==> src/sha_pkg.sv <==
// shared constants and functions for the sha-256 stream hasher
package sha_pkg;

	localparam logic [31:0] IV [8] = '{
		32'h6a09e667, 32'hbb67ae85, 32'h3c6ef372, 32'ha54ff53a,
		32'h510e527f, 32'h9b05688c, 32'h1f83d9ab, 32'h5be0cd19
	};

	localparam logic [31:0] ROUND_K [64] = '{
		32'h428a2f98, 32'h71374491, 32'hb5c0fbcf, 32'he9b5dba5,
		32'h3956c25b, 32'h59f111f1, 32'h923f82a4, 32'hab1c5ed5,
		32'hd807aa98, 32'h12835b01, 32'h243185be, 32'h550c7dc3,
		32'h72be5d74, 32'h80deb1fe, 32'h9bdc06a7, 32'hc19bf174,
		32'he49b69c1, 32'hefbe4786, 32'h0fc19dc6, 32'h240ca1cc,
		32'h2de92c6f, 32'h4a7484aa, 32'h5cb0a9dc, 32'h76f988da,
		32'h983e5152, 32'ha831c66d, 32'hb00327c8, 32'hbf597fc7,
		32'hc6e00bf3, 32'hd5a79147, 32'h06ca6351, 32'h14292967,
		32'h27b70a85, 32'h2e1b2138, 32'h4d2c6dfc, 32'h53380d13,
		32'h650a7354, 32'h766a0abb, 32'h81c2c92e, 32'h92722c85,
		32'ha2bfe8a1, 32'ha81a664b, 32'hc24b8b70, 32'hc76c51a3,
		32'hd192e819, 32'hd6990624, 32'hf40e3585, 32'h106aa070,
		32'h19a4c116, 32'h1e376c08, 32'h2748774c, 32'h34b0bcb5,
		32'h391c0cb3, 32'h4ed8aa4a, 32'h5b9cca4f, 32'h682e6ff3,
		32'h748f82ee, 32'h78a5636f, 32'h84c87814, 32'h8cc70208,
		32'h90befffa, 32'ha4506ceb, 32'hbef9a3f7, 32'hc67178f2
	};

	localparam logic [7:0] PAD_BYTE = 8'h80;
	localparam int unsigned LEN_POS = 56;
	localparam int unsigned CNT_W = 61;

	// buffer load selection
	typedef enum logic [1:0] {
		LD_BYTE,
		LD_PAD,
		LD_ZERO,
		LD_LEN
	} load_sel_t;

	typedef struct packed {
		logic      load;       // write one byte slot
		load_sel_t load_sel;
		logic [5:0] load_pos;
		logic      cnt_inc;
		logic      cnt_clear;
		logic      comp_start; // load working vars from the hash
		logic      round;      // one compression round
		logic [5:0] round_idx;
		logic      hash_add;   // fold working vars into hash
		logic      hash_init;
		logic      out_load;   // capture digest into output shifter
		logic      out_shift;
	} sha_cmd_t;

	typedef struct packed {
		logic [5:0] cnt_pos;   // byte_count mod 64
	} sha_stat_t;

	function automatic logic [31:0] rotr(input logic [31:0] x, input int unsigned n);
		rotr = (x >> n) | (x << (32 - n));
	endfunction

endpackage

==> src/sha_datapath.sv <==
// sha-256 datapath: block buffer, schedule, round unit, hash and digest shifter
module sha_datapath import sha_pkg::*; (
	input  logic        clk,
	input  logic        arst_n,
	input  sha_cmd_t    cmd,
	input  logic [7:0]  data_byte,
	output sha_stat_t   stat,
	output logic [31:0] digest_word
);

	logic [31:0] hash_q [8];
	logic [31:0] v_q [8];
	logic [31:0] w_q [16];
	logic [31:0] dig_q [8];
	logic [CNT_W-1:0] cnt_q;
	logic [63:0] bits;
	logic [7:0]  load_val;
	logic [31:0] w_new, w_use, s0, s1, t1, t2, ch, maj, e, a;

	assign bits = {cnt_q, 3'b000};
	assign stat.cnt_pos = cnt_q[5:0];

	always_comb begin
		case (cmd.load_sel)
			LD_BYTE: load_val = data_byte;
			LD_PAD:  load_val = PAD_BYTE;
			LD_ZERO: load_val = 8'h00;
			LD_LEN:  load_val = bits[{~cmd.load_pos[2:0], 3'b000} +: 8];
			default: load_val = 8'h00;
		endcase
	end

	always_ff @(posedge clk or negedge arst_n) begin
		if (!arst_n) begin
			cnt_q <= '0;
		end else if (cmd.cnt_clear) begin
			cnt_q <= '0;
		end else if (cmd.cnt_inc) begin
			cnt_q <= cnt_q + 1'b1;
		end
	end

	// rolling schedule: window shifts by one each round, w_q[0] is w[t]
	assign s0 = rotr(w_q[1], 7) ^ rotr(w_q[1], 18) ^ (w_q[1] >> 3);
	assign s1 = rotr(w_q[14], 17) ^ rotr(w_q[14], 19) ^ (w_q[14] >> 10);
	assign w_new = s1 + w_q[9] + s0 + w_q[0];
	assign w_use = w_q[0];

	assign e = v_q[4];
	assign a = v_q[0];
	assign ch = (e & v_q[5]) ^ (~e & v_q[6]);
	assign maj = (a & v_q[1]) ^ (a & v_q[2]) ^ (v_q[1] & v_q[2]);
	assign t1 = v_q[7] + (rotr(e, 6) ^ rotr(e, 11) ^ rotr(e, 25)) + ch
		+ ROUND_K[cmd.round_idx] + w_use;
	assign t2 = (rotr(a, 2) ^ rotr(a, 13) ^ rotr(a, 22)) + maj;

	// message bytes land big-endian straight in the schedule window
	always_ff @(posedge clk) begin
		if (cmd.round) begin
			for (int i = 0; i < 15; i++) w_q[i] <= w_q[i+1];
			w_q[15] <= w_new;
		end else if (cmd.load) begin
			w_q[cmd.load_pos[5:2]][{~cmd.load_pos[1:0], 3'b000} +: 8] <= load_val;
		end
	end

	always_ff @(posedge clk) begin
		if (cmd.comp_start) begin
			for (int j = 0; j < 8; j++) v_q[j] <= hash_q[j];
		end else if (cmd.round) begin
			v_q[7] <= v_q[6];
			v_q[6] <= v_q[5];
			v_q[5] <= v_q[4];
			v_q[4] <= v_q[3] + t1;
			v_q[3] <= v_q[2];
			v_q[2] <= v_q[1];
			v_q[1] <= v_q[0];
			v_q[0] <= t1 + t2;
		end
	end

	always_ff @(posedge clk or negedge arst_n) begin
		if (!arst_n) begin
			for (int j = 0; j < 8; j++) hash_q[j] <= IV[j];
		end else if (cmd.hash_init) begin
			for (int j = 0; j < 8; j++) hash_q[j] <= IV[j];
		end else if (cmd.hash_add) begin
			for (int j = 0; j < 8; j++) hash_q[j] <= hash_q[j] + v_q[j];
		end
	end

	always_ff @(posedge clk) begin
		if (cmd.out_load) begin
			for (int j = 0; j < 8; j++) dig_q[j] <= hash_q[j];
		end else if (cmd.out_shift) begin
			for (int j = 0; j < 7; j++) dig_q[j] <= dig_q[j+1];
			dig_q[7] <= 32'h0;
		end
	end

	assign digest_word = dig_q[0];

endmodule

==> src/sha_ctrl.sv <==
// sha-256 sequencer: byte loads, padding, rounds and digest output
module sha_ctrl import sha_pkg::*; (
	input  logic      clk,
	input  logic      arst_n,
	input  logic      s_tvalid,
	output logic      s_tready,
	input  logic      has_byte,
	input  logic      last,
	input  sha_stat_t stat,
	output sha_cmd_t  cmd,
	output logic      m_tvalid,
	input  logic      m_tready,
	output logic      m_tlast
);

	typedef enum logic [2:0] {
		ST_IDLE,
		ST_START,
		ST_ROUND,
		ST_ADD,
		ST_PAD,
		ST_LEN,
		ST_DIG,
		ST_OUT
	} state_t;

	state_t state_q;
	logic [5:0] idx_q;
	logic fin_q;    // finishing a message
	logic second_q; // pad byte already placed in the previous block
	logic len_q;    // length went into the block being compressed
	logic [2:0] ocnt_q;
	logic accept;

	assign s_tready = (state_q == ST_IDLE);
	assign accept = s_tvalid && s_tready;
	assign m_tvalid = (state_q == ST_OUT);
	assign m_tlast = (ocnt_q == 3'd7);

	always_comb begin
		cmd = '0;
		cmd.load_sel = LD_BYTE;
		cmd.round_idx = idx_q;
		case (state_q)
			ST_IDLE: begin
				if (accept && has_byte) begin
					cmd.load = 1'b1;
					cmd.load_pos = stat.cnt_pos;
					cmd.cnt_inc = 1'b1;
				end
			end
			ST_START: cmd.comp_start = 1'b1;
			ST_ROUND: cmd.round = 1'b1;
			ST_ADD: begin
				cmd.hash_add = 1'b1;
			end
			ST_PAD: begin
				cmd.load = 1'b1;
				cmd.load_pos = idx_q;
				cmd.load_sel = (idx_q == stat.cnt_pos && !second_q) ? LD_PAD : LD_ZERO;
			end
			ST_LEN: begin
				cmd.load = 1'b1;
				cmd.load_pos = idx_q;
				cmd.load_sel = LD_LEN;
			end
			ST_DIG: begin
				cmd.out_load = 1'b1;
				cmd.hash_init = 1'b1;
				cmd.cnt_clear = 1'b1;
			end
			ST_OUT: cmd.out_shift = m_tready;
			default: ;
		endcase
	end

	always_ff @(posedge clk or negedge arst_n) begin
		if (!arst_n) begin
			state_q <= ST_IDLE;
			idx_q <= '0;
			fin_q <= 1'b0;
			second_q <= 1'b0;
			len_q <= 1'b0;
			ocnt_q <= '0;
		end else begin
			case (state_q)
				ST_IDLE: begin
					if (accept) begin
						fin_q <= last;
						second_q <= 1'b0;
						len_q <= 1'b0;
						if (has_byte && stat.cnt_pos == 6'd63) begin
							state_q <= ST_START;
						end else if (last) begin
							state_q <= ST_PAD;
							idx_q <= has_byte ? stat.cnt_pos + 6'd1 : stat.cnt_pos;
						end
					end
				end
				ST_START: begin
					state_q <= ST_ROUND;
					idx_q <= '0;
				end
				ST_ROUND: begin
					idx_q <= idx_q + 6'd1;
					if (idx_q == 6'd63) state_q <= ST_ADD;
				end
				ST_ADD: begin
					if (!fin_q) begin
						state_q <= ST_IDLE;
					end else if (len_q) begin
						state_q <= ST_DIG;
					end else begin
						// length still to go: pad a fresh block
						state_q <= ST_PAD;
						idx_q <= '0;
					end
				end
				ST_PAD: begin
					idx_q <= idx_q + 6'd1;
					if (idx_q == 6'd55) begin
						state_q <= ST_LEN;
					end else if (idx_q == 6'd63) begin
						// pad did not leave room for the length
						state_q <= ST_START;
						second_q <= 1'b1;
					end
				end
				ST_LEN: begin
					idx_q <= idx_q + 6'd1;
					if (idx_q == 6'd63) begin
						state_q <= ST_START;
						len_q <= 1'b1;
					end
				end
				ST_DIG: begin
					state_q <= ST_OUT;
					ocnt_q <= '0;
				end
				ST_OUT: begin
					if (m_tready) begin
						ocnt_q <= ocnt_q + 3'd1;
						if (ocnt_q == 3'd7) state_q <= ST_IDLE;
					end
				end
				default: state_q <= ST_IDLE;
			endcase
		end
	end

endmodule

==> src/sha256_stream_hasher.sv <==
// top level of the sha-256 stream hasher
// Takes at most one message byte per request (s_tuser marks a byte) and returns
// the eight digest words, word 0 first, after a request with tlast set. Every
// 64th byte starts a compression through the single round unit. Finishing adds
// one or two padded blocks, each filled in the buffer and then run through the
// rounds, a digest capture and then eight output requests. One request is in
// work at a time.
module sha256_stream_hasher import sha_pkg::*; (
	input  logic        clk,
	input  logic        arst_n,
	input  logic        s_tvalid,
	output logic        s_tready,
	input  logic [7:0]  s_tdata,  // data_byte
	input  logic        s_tuser,  // has_byte
	input  logic        s_tlast,  // last
	output logic        m_tvalid,
	input  logic        m_tready,
	output logic [31:0] m_tdata,  // digest_word
	output logic        m_tlast   // last_word
);

	sha_cmd_t  cmd;
	sha_stat_t stat;

	sha_ctrl u_ctrl (
		.clk(clk), .arst_n(arst_n),
		.s_tvalid(s_tvalid), .s_tready(s_tready),
		.has_byte(s_tuser), .last(s_tlast),
		.stat(stat), .cmd(cmd),
		.m_tvalid(m_tvalid), .m_tready(m_tready), .m_tlast(m_tlast)
	);

	sha_datapath u_dp (
		.clk(clk), .arst_n(arst_n),
		.cmd(cmd), .data_byte(s_tdata),
		.stat(stat), .digest_word(m_tdata)
	);

endmodule

==> config.mk <==
export PLATFORM = sky130hd
export DESIGN_NAME = sha256_stream_hasher
export DESIGN_NICKNAME = d
export VERILOG_FILES = /design/src/sha_pkg.sv /design/src/sha_datapath.sv /design/src/sha_ctrl.sv /design/src/sha256_stream_hasher.sv
export SDC_FILE = /design/constraint.sdc
export NUM_CORES = 2
export LEC_CHECK = 0
export BUFFER_PORTS_ARGS = -buffer_cell sky130_fd_sc_hd__buf_2
export CORE_MARGIN = 8
export CORE_UTILIZATION = 35
export CTS_BUF_LIST = sky130_fd_sc_hd__clkbuf_4
export CTS_CLUSTER_SIZE = 12
export DETAILED_ROUTE_END_ITERATION = 8
export GPL_TIMING_DRIVEN = 0
export PLACE_DENSITY = 0.55
export SETUP_SLACK_MARGIN = 0.02
export SYNTH_ARGS = -nofsm -noshare
export SYNTH_HDL_FRONTEND = slang
export SYNTH_SLANG_ARGS = --single-unit
==> constraint.sdc <==
create_clock -name clk -period 27.1 [get_ports clk]
set_input_delay 2.71 -clock clk [delete_from_list [all_inputs] [get_ports clk]]
set_output_delay 2.71 -clock clk [all_outputs]
set_load 0.01 [all_outputs]
==> results.sh <==
export IMPL_leakagePower_nw=38.9
export IMPL_worstPathRequired_ns=28.20
export IMPL_core_area_um2=241000
export IMPL_track_usage_pct=24.9
export IMPL_finalSetupViolations=0
export IMPL_wl_per_cell_um=27.4
export IMPL_synth_edff_count=1024
export IMPL_numPortBuffers=47
export IMPL_synthCells=8156
export IMPL_whs_ns=0.411
export IMPL_viasPerCell=5.59
export IMPL_drc_errors=0
export IMPL_worstSetupStartpointType="flop"
export IMPL_drt_pass1_iterations=6
export IMPL_cp_common_cell="o21ai_0"
export IMPL_fillCellCount=24000
export IMPL_numCtsBuffers=385
export IMPL_syn_to_final_growth_pct=11.4
export IMPL_min_delay_start="u_dp.dig_q[0][226]"
export IMPL_worst_pin_slew_ns=1.55
export IMPL_syn_nets=8762
export IMPL_cts_tree="done"
export IMPL_period_share_pct=45.1
export IMPL_end_kind="flop"
export IMPL_post_cts_resized=0
export IMPL_clk_latency_ns=1.47
export IMPL_timing_rr_start="u_ctrl.idx_q[1]"
export IMPL_async_reset_ff_share_pct=24.5
export IMPL_synth_cell_type_count=103
export IMPL_grt_ovfl_total=0
export IMPL_num_io_pins=49
export IMPL_antenna_left=0
export IMPL_final_area_um2=94400
export IMPL_ys_ff_latch=1356
export IMPL_grt_pass1_vias=66300
export IMPL_ir_drop_mv=0.0383
export IMPL_cap_violations=3
export IMPL_power_density_nw_per_um2=44.5
export IMPL_violations="capacitance limit, slew limit"
export IMPL_synth_warnings=0
export IMPL_fin_skew_ns=0.182
export IMPL_slew_headroom_pct=-3.18
export IMPL_finalHoldViolations=0
export IMPL_numClockSinks=1356
export IMPL_slowest_stage="nor2_1"
export IMPL_die_area_um2=258000
export IMPL_fp_row_count=180
export IMPL_rrSetupSlack_ns=14.87
export IMPL_cts_root_buf="clkbuf_4"
export IMPL_dpl_hpwl_um=251000
export IMPL_min_to="u_dp.dig_q[0][194]"
export IMPL_status="complete, but fails checks"
export IMPL_worstHoldPathCells=2
export IMPL_avgSynthCellArea_um2=10.4
export IMPL_fmaxAchievable_ghz=0.0817
export IMPL_start_util_pct=35.2
export IMPL_slowest_delay_ns=1.08
export IMPL_finalWirelength_um=332000
export IMPL_arrival_ns=13.33
export IMPL_ff2ff_path_depth=33
export IMPL_placed_cell_area_um2=89500
export IMPL_postCtsSetupBuffers=0
export IMPL_crit_fanout=13
export IMPL_synthFlopType="edfxtp_1"
export IMPL_clk_pin_slew_ns=0.08
export IMPL_hold_path_class="flop to flop"
export IMPL_cts_path_max_buffers=4
export IMPL_slew_viol_final=13
export IMPL_drive_gt1_share_pct=16.7
export IMPL_ys_seq_area_share_pct=46.3
export IMPL_rsz0062_at_grt="false"
export IMPL_setup_tns_ns=0
export IMPL_drt_iter0_markers=6963
export IMPL_worstReg2RegEnd="u_dp.v_q[0][31]"
export IMPL_chipHeight_um=508
export IMPL_crit_type="flop to flop"
export IMPL_nets=9222
export IMPL_antenna_found_initial=19
export IMPL_vias=67700
export IMPL_syn_area_um2=84700
export IMPL_place_congestion=0.986
export IMPL_grt_pass1_wl_um=471000
export IMPL_dieWidth_um=508
export IMPL_fin_crit_ns=12.23
export IMPL_grt_max_degree=93
export IMPL_h_tree_depth=5
export IMPL_hold_buffers=0
[power breakdown]
group | switching (mW) | total, mW | internal [mW]
combinational | 0.0220 | 0.0259 | 0.00392
sequential | 0 | 2.21 | 2.21
clock | 0.952 | 1.97 | 1.01
total | 0.974 | 4.20 | 3.23
[worst max-delay path: cells and delay by family, from the launching register on]
kind / cells / cell delay, ns
buf+inv: 3 / 1.07
compound gates: 17 / 3.86
fa+ha+maj: 7 / 3.27
xor+xnor: 2 / 1.00
flops: 1 / 0.73
simple gates: 4 / 1.93
[metrics by stage]
step / power [mW] / cells / util, % / worst slack (ns)
finish: 4.20 / 12100 / 39.2 / 14.87
global route: 4.34 / 12100 / 39.2 / 14.52
CTS: 4.24 / 12100 / 39.2 / 14.99
detailed placement: 2.28 / 11400 / 37.2 / 15.10
global placement: 2.28 / 11400 / 37.0 / 2.47
floorplan: 2.26 / 8156 / - / 13.06
[final cells by class]
| type | count | area [µm²] | share of cell area [%] |
|---|---|---|---|
| clock inverters | 96 | 497 | 0.526 |
| clock buffers | 582 | 4370 | 4.63 |
| diodes | 11 | 27.5 | 0.0292 |
| inverters | 307 | 1160 | 1.23 |
| repair buffers | 73 | 768 | 0.814 |
| multi-input cells | 6094 | 42700 | 45.2 |
| plain buffers | 399 | 1690 | 1.79 |
| flip-flops and latches | 1356 | 39200 | 41.6 |
| well taps | 3185 | 3990 | 4.22 |
[how the worst max path moves through the flow]
| stage | from | endpoint | slack (ns) |
|---|---|---|---|
| finish | u_ctrl.idx_q[1] | u_dp.v_q[0][31] | 14.87 |
| global route | u_ctrl.idx_q[2] | u_dp.v_q[0][31] | 14.52 |
| global placement | u_ctrl.state_q[0] | u_dp.v_q[0][236] | 2.47 |
| floorplan | u_ctrl.state_q[0] | u_dp.v_q[0][0] | 13.06 |
| CTS | u_ctrl.idx_q[1] | u_dp.v_q[0][28] | 14.99 |
| detailed placement | u_ctrl.idx_q[1] | u_dp.v_q[0][28] | 15.10 |
[kinds of logic after synthesis]
logic type / synth area share [%]
muxes: 7.18
xor gates and xnor gates: 6.50
and+or+nand+nor: 12.7
buffers and inverters: 3.34
AOI/OAI and AO/OA: 13.3
DFF: 46.3
adders and majority gates: 10.7
[flip-flops by register name, indices dropped and copies added (netlist names)]
signal / cells
u_ctrl.second_q: 1
u_ctrl.ocnt_q: 3
u_ctrl.fin_q: 1
u_dp.w_q: 512
u_ctrl.state_q: 3
u_dp.dig_q: 256
u_ctrl.len_q: 1
u_dp.v_q: 256
u_ctrl.idx_q: 6
u_dp.cnt_q: 61
u_dp.hash_q: 256
[Yosys cell counts (all sizes together) (46+ instances only)]
| cell | count | area [µm²] |
|---|---|---|
| and2 | 56 | 352 |
| a31oi | 53 | 338 |
| xnor2 | 352 | 3080 |
| a21oi | 433 | 2220 |
| and3 | 46 | 288 |
| dfstp | 136 | 3570 |
| or2 | 46 | 288 |
| nor2b | 62 | 390 |
| a21o | 172 | 1290 |
| inv | 305 | 1140 |
| mux2 | 493 | 5550 |
| buf | 75 | 458 |
| dfrtp | 196 | 4900 |
| nor3 | 69 | 368 |
| xor2 | 277 | 2430 |
| nand2b | 77 | 482 |
| nand3 | 114 | 571 |
| fa | 195 | 3900 |
| o211ai | 79 | 593 |
| clkbuf | 324 | 1220 |
| o21ai | 714 | 3580 |
| ha | 397 | 4970 |
| nand2 | 1468 | 5520 |
| edfxtp | 1024 | 30700 |
| a211oi | 46 | 350 |
| nor2 | 430 | 1720 |
| o21a | 62 | 465 |
[layer usage]
layer | vias to the layer above | track usage, % | share of wire [%]
met3 | 733 | 4.97 | 7.6
met2 | 3108 | 39.3 | 45
li1 | 30100 | - | -
met4 | 8 | 12.4 | 5.7
met1 | 33700 | 32.5 | 41
met5 | - | 0 | 0.078
[layout by cell type (no fill, tap or decap), types with 36 or more instances in the layout]
master and n:
and3_1 46, a21oi_1 427, and2_1 51, nand2_1 1466, o21a_1 62, fa_1 195
edfxtp_1 1024, o211ai_1 79, clkbuf_1 309, nand2b_1 77, clkinv_1 75, ha_1 397
xnor2_1 352, nand3_1 114, mux2_2 493, buf_2 60, or3_1 40, o21bai_1 37
nor2_1 385, o21ai_0 697, inv_1 301, dfstp_2 136, a21o_1 172, nor2_2 45
xor2_1 277, clkbuf_4 582, dfrtp_1 196, a31oi_1 52, a211oi_1 45, buf_4 36
nor3_1 67, nor2b_1 61
Note: power is estimated with default switching activity, not from simulation.
